## src/dltq_pkg.sv

```systemverilog
`timescale 1ns / 1ps

package dltq_pkg;

	localparam int MAX_TASKS_DEF = 16;

	typedef enum logic [1:0] {
		OP_INSERT = 2'd0,
		OP_REMOVE = 2'd1,
		OP_POP    = 2'd2,
		OP_NOP    = 2'd3
	} op_t;

	typedef enum logic [1:0] {
		ST_OK        = 2'd0,
		ST_FULL      = 2'd1,
		ST_NOT_FOUND = 2'd2,
		ST_EMPTY     = 2'd3
	} status_t;

	typedef enum logic [1:0] {
		S_IDLE,
		S_RUN,
		S_FIN
	} state_t;

	typedef struct packed {
		logic [31:0] id;
		logic [31:0] dly;
		logic [31:0] per;
	} ent_t;

	// Work token that travels down the cell row, one cell per cycle.
	typedef struct packed {
		op_t         op;
		logic        done;
		logic [31:0] id;
		logic [31:0] rem;
		logic [31:0] per;
		ent_t        carry;
	} tok_t;

	typedef struct packed {
		logic [1:0]  operation;
		logic [31:0] task_id;
		logic [31:0] delay;
		logic [31:0] period;
	} in_item_t;

	typedef struct packed {
		logic [1:0]  status;
		logic [31:0] popped_id;
		logic [31:0] popped_delay;
		logic [31:0] popped_period;
		logic        front_valid;
		logic [31:0] front_id;
		logic [31:0] front_delay;
		logic [31:0] front_period;
		logic [4:0]  entry_count;
	} out_item_t;

endpackage

```

## src/dltq_cell.sv

```systemverilog
`timescale 1ns / 1ps

module dltq_cell import dltq_pkg::*; #(
	parameter int MAX_TASKS = MAX_TASKS_DEF,
	parameter int INDEX = 0,
	localparam int CNT_W = $clog2(MAX_TASKS + 1)
) (
	input  logic             clk,
	input  logic             arst_n,
	input  logic [CNT_W-1:0] count,
	input  logic             tok_v_in,
	input  tok_t             tok_in,
	input  ent_t             right,
	output logic             tok_v_out,
	output tok_t             tok_out,
	output ent_t             ent
);

	localparam logic [CNT_W-1:0] IDX = CNT_W'(INDEX);

	ent_t ent_q, ent_d;
	tok_t tok_q, tok_d;
	logic tok_v_q;
	logic occupied, goes_after, match;

	always_comb begin
		ent_d = ent_q;
		tok_d = tok_in;
		occupied = IDX < count;
		goes_after = occupied && (ent_q.dly <= tok_in.rem);
		match = occupied && ((tok_in.op == OP_POP) || (ent_q.id == tok_in.id));
		if (tok_v_in) begin
			case (tok_in.op)
				OP_INSERT: begin
					if (tok_in.done) begin
						// Behind the new entry everything moves one cell toward the tail.
						ent_d = tok_in.carry;
						tok_d.carry = ent_q;
					end else if (goes_after) begin
						tok_d.rem = tok_in.rem - ent_q.dly;
					end else begin
						ent_d.id = tok_in.id;
						ent_d.dly = tok_in.rem;
						ent_d.per = tok_in.per;
						tok_d.carry.id = ent_q.id;
						tok_d.carry.dly = ent_q.dly - tok_in.rem;
						tok_d.carry.per = ent_q.per;
						tok_d.done = 1'b1;
					end
				end
				OP_REMOVE, OP_POP: begin
					if (tok_in.done) begin
						ent_d = right;
					end else if (match) begin
						// The successor inherits the removed delay, except on a pop.
						ent_d = right;
						ent_d.dly = right.dly + ((tok_in.op == OP_POP) ? 32'd0 : ent_q.dly);
						tok_d.done = 1'b1;
					end
				end
				default: begin
				end
			endcase
		end
	end

	always_ff @(posedge clk or negedge arst_n) begin
		if (!arst_n) begin
			tok_v_q <= 1'b0;
		end else begin
			tok_v_q <= tok_v_in;
		end
	end

	always_ff @(posedge clk) begin
		ent_q <= ent_d;
		tok_q <= tok_d;
	end

	assign tok_v_out = tok_v_q;
	assign tok_out = tok_q;
	assign ent = ent_q;

endmodule

```

## config.mk

```make
export PLATFORM = sky130hd
export DESIGN_NAME = dltq_cell
export DESIGN_NICKNAME = d
export VERILOG_FILES = /design/src/dltq_pkg.sv /design/src/dltq_cell.sv
export SDC_FILE = /design/constraint.sdc
export NUM_CORES = 1
export LEC_CHECK = 0
export BUFFER_PORTS_ARGS = -buffer_cell sky130_fd_sc_hd__buf_2
export CAP_MARGIN = 20
export CORE_AREA = 2 2 230 232
export CTS_CLUSTER_SIZE = 8
export DETAILED_ROUTE_END_ITERATION = 16
export DIE_AREA = 0 0 232 234
export HOLD_SLACK_MARGIN = 0.02
export SYNTH_ARGS = -nofsm -noshare
export SYNTH_HDL_FRONTEND = slang
export SYNTH_SLANG_ARGS = --single-unit
```

## constraint.sdc

```tcl
create_clock -name clk -period 16.9 [get_ports clk]
set_input_delay 3.38 -clock clk [delete_from_list [all_inputs] [get_ports clk]]
set_output_delay 3.38 -clock clk [all_outputs]
set_load 0.05 [all_outputs]
```

==> summary.md <==
| Metric | Value |
|---|---|
| Area grow syn2layout | 28.9% |
| Highest Signal Layer | met5 |
| Routability congestion estimate | 0.965 |
| Most area-consuming cells after synthesis | dfxtp_1 (24%), edfxtp_1 (17%), nand2_1 (8.0%) |
| H-tree levels | 2 |
| Global route overflow | 0 |
| Clock skew | 0.0291 ns |
| Final Power | roughly 2.4 mW |
| WL met1 | 30400 µm |
| Unique masters post-synth | 64 |
| Internal | 1.51 mW |
| Initial core utilization | 31.7% |
| TNS Setup | 0 ns |
| Antenna violations before repair | 5 |
| Post-Route Utilization | around two fifths |
| CTS Sinks | 292 |
| Post-synth top area share | 23.7% |
| Min Tclk post-route | roughly 7.3 ns |
| Syn Area/Cell | 8.97 µm² |
| Max_cap viols | 0 |
| Kind of critical path | in -> reg |
| Largest net degree at the start of global routing | 93 |
| Clock share of power | 34.4% |
| Placed Cells | 3026 |
| Post-route cell area | about 21000 µm² |
| Adder-cell share of the synthesized area | a little under 8% |
| Switching Share | 37.6% |
| Peak supply drop | 0.0667 mV |
| Switching power | 0.912 mW |
| Iter 0 DRT Violations | approximately 1400 |
| CTS clk-pin slew, worst paths | about 0.06 ns |
| Post-DP HPWL | 58200 µm |
| Top FF cell, synth | dfxtp_1 |
| Crit path DAT | approximately 7.6 ns |
| Longest Clk Path Bufs | 3 |
| HP Class | reg -> reg |
| Hold Fails Final Rpt | 0 |
| Worst slew margin | 29.0% |
| IO Pins | 591 |
| Post-DR wirelength/cell | between 20 and 25 µm |
| Clk Latency, worst-skew pair | 0.58 ns |
| Synth Area in Simple Gates | 15.0% |
| Reg power frac | 34.0% |
| Setup violators final | 0 |
| Post-synth ARST share | 0.342% |
| CTS tree | yes |
| Port Buffers | 590 |
| Post-Layout Cell Count | about 3100 |
| Status | finished, final reports clean |
| Seq/Total Area, Yosys | 41.3% |
| Min Hold Slack | roughly 0.46 ns |
| Combinational family with the most area after synthesis | compound AO/OA/AOI/OAI gates |
| Placed Area | 20000 µm² |
| CP max FO | 25 |
| Clock Tree Root | clkbuf_16 |
| Synth Instances | 1839 |
| DRT antenna net count | 0 |
| Worst Setup Start Kind | primary input |
| Post-synth EDFFs | 96 |
| Die area | 54300 µm² |
| Core Region | between 50000 and 60000 µm² |
| Leakage | 10.1 nW |
| Number of buffers created by CTS | 43 |
| Met2 WL | 35000 µm |
| Vias in the first global route | around 16000 |
| Synth Warn # | 0 |
| CP required | about 17 ns |
| Filler cell count | 5301 |
| Final nets | 2782 |
| Cts repair resizes | 0 |
| Cell Rows | 84 |
| Vias post-DR | 16249 |
| Die Y | 234 µm |
| Xor/xnor share of the synthesized area | 5.84% |
| First-pass GRT wire length | 104000 µm |
| Tcrit/Tclk final | between 40% and 50% |
| Worst setup EP type | register |
| Flop-to-flop setup slack | about 12 ns |
| Drt pass-1 iters | 5 |
| Fmax | about 0.14 GHz |
| Compound-Gate Fraction of Synth Area | 17.3% |
| Unrepaired setup endpoints after global routing | no |
| Drt total wl | 73100 µm |
| Vias per inst | 5.23 |
| Post-synthesis cell area | about 17000 µm² |
| Synth Net Count | 2238 |
| Post-synthesis mux area share | approximately 8.1% |
| Final WS setup | 9.64 ns |
| CTS hold repair buffers | 0 |
| Share of layout cells above drive strength 1 | between 20% and 30% |
| Yosys reg bits | approximately 290 |
| Metal3 WL | 4560 µm |
| PwrDens | 114 nW/µm² |
| Max Slew Vio Count | 0 |
| Combinational fraction of design power | between 30% and 40% |
| Slew @ Worst Pin | 1.05 ns |
| Setup Slack @ Placement | 9.04 ns |
| Die width | 232 µm |
| Setup bufs post-CTS | 0 |
| Top cell type by total area after synthesis | dfxtp_1 |
| Total Routing Usage GR | 25.6% |
| DRC | 0 |
-- worst max-delay path: stages --
cell      delay, ns
buf_2          0.12
inv_1          0.12
ha_1           0.46
buf_4          0.41
nor2_1         0.13
ha_1           0.32
a211oi_1       0.37
o211ai_1       0.23
nand3b_1       0.17
a21oi_1        0.11
o21ai_0        0.84
o21ai_0        0.40
xnor2_1        0.23
a211o_1        0.26
-- synthesized netlist by cell type, drive strengths merged (10+ instances only) --
library cell,n
a211oi,10
a21o,41
a21oi,109
a221oi,20
a31oi,13
buf,49
clkbuf,54
dfxtp,195
edfxtp,96
ha,97
inv,86
mux2i,70
mux4,27
nand2,350
nand2b,13
nand3,18
nand4,27
nor2,114
nor2b,10
nor3,14
o21a,16
o21ai,164
o21bai,22
o22ai,21
xnor2,79
xor2,31
-- power groups by stage --
stage	Sequential, mW	Combinational, mW	Clock (mW)
finish	0.825	0.766	0.833
global route	0.829	0.812	0.880
CTS	0.825	0.761	0.851
detailed placement	0.838	0.759	0
global placement	0.838	0.758	0
floorplan	1.02	0.333	0
-- flip-flops by register name, indices dropped and copies added, names as in the netlist --
signal	flops
tok_v_out	1
ent	96
tok_out	195
-- path summary, 6_finish.rpt --
kind	endpoint	cells past startpoint	startpoint
setup / recovery	ent[63]	14	tok_in[193]
hold / removal	tok_out[24]	2	ent[24]
setup reg to reg	tok_out[47]	10	ent[51]
hold reg to reg	tok_out[24]	2	ent[24]
max in group asynchronous	tok_v_out	1	arst_n
min in group asynchronous	tok_v_out	1	arst_n
-- routing by layer --
layer  global-route usage [%]  vias to the layer above
met3                     4.24                      159
met1                     33.2                     7799
met5                        0                        -
met2                     42.6                      745
met4                     10.5                        6
li1                         -                     7540
-- layout make-up --
| class | count | area, µm² | area share [%] |
|---|---|---|---|
| Inverter | 86 | 323 | 1.52 |
| Antenna cell | 2 | 5.00 | 0.0235 |
| Sequential cell | 292 | 6810 | 32.0 |
| Multi-Input combinational cell | 1358 | 8950 | 42.0 |
| Timing Repair Buffer | 602 | 3050 | 14.3 |
| Clock buffer | 74 | 1200 | 5.65 |
| Clock inverter | 5 | 81.3 | 0.382 |
| Tap cell | 688 | 861 | 4.05 |
-- cells by family after synthesis --
kind of cell | Yosys count
AOI/OAI and AO/OA | 465
adders and majority gates | 100
and+or+nand+nor | 584
xor gates and xnor gates | 110
buffers and inverters | 189
DFF | 292
muxes | 99
-- cell usage in the layout, fill, tap and decap left out, types with 13 or more instances in the layout --
cell       count
clkbuf_16     43
dfxtp_1      195
mux2i_1       70
nand2_1      350
o21bai_1      22
xor2_1        31
clkbuf_1      30
o21a_1        15
o22ai_1       21
a31oi_1       13
nand4_1       27
xnor2_1       79
a221oi_1      20
nand3_1       18
inv_1         86
nor2_1       114
o21ai_0      162
buf_2        589
a21o_1        41
ha_1          96
nor3_1        14
a21oi_1      107
edfxtp_1      96
mux4_2        27
(Power assumes the default switching activity.)
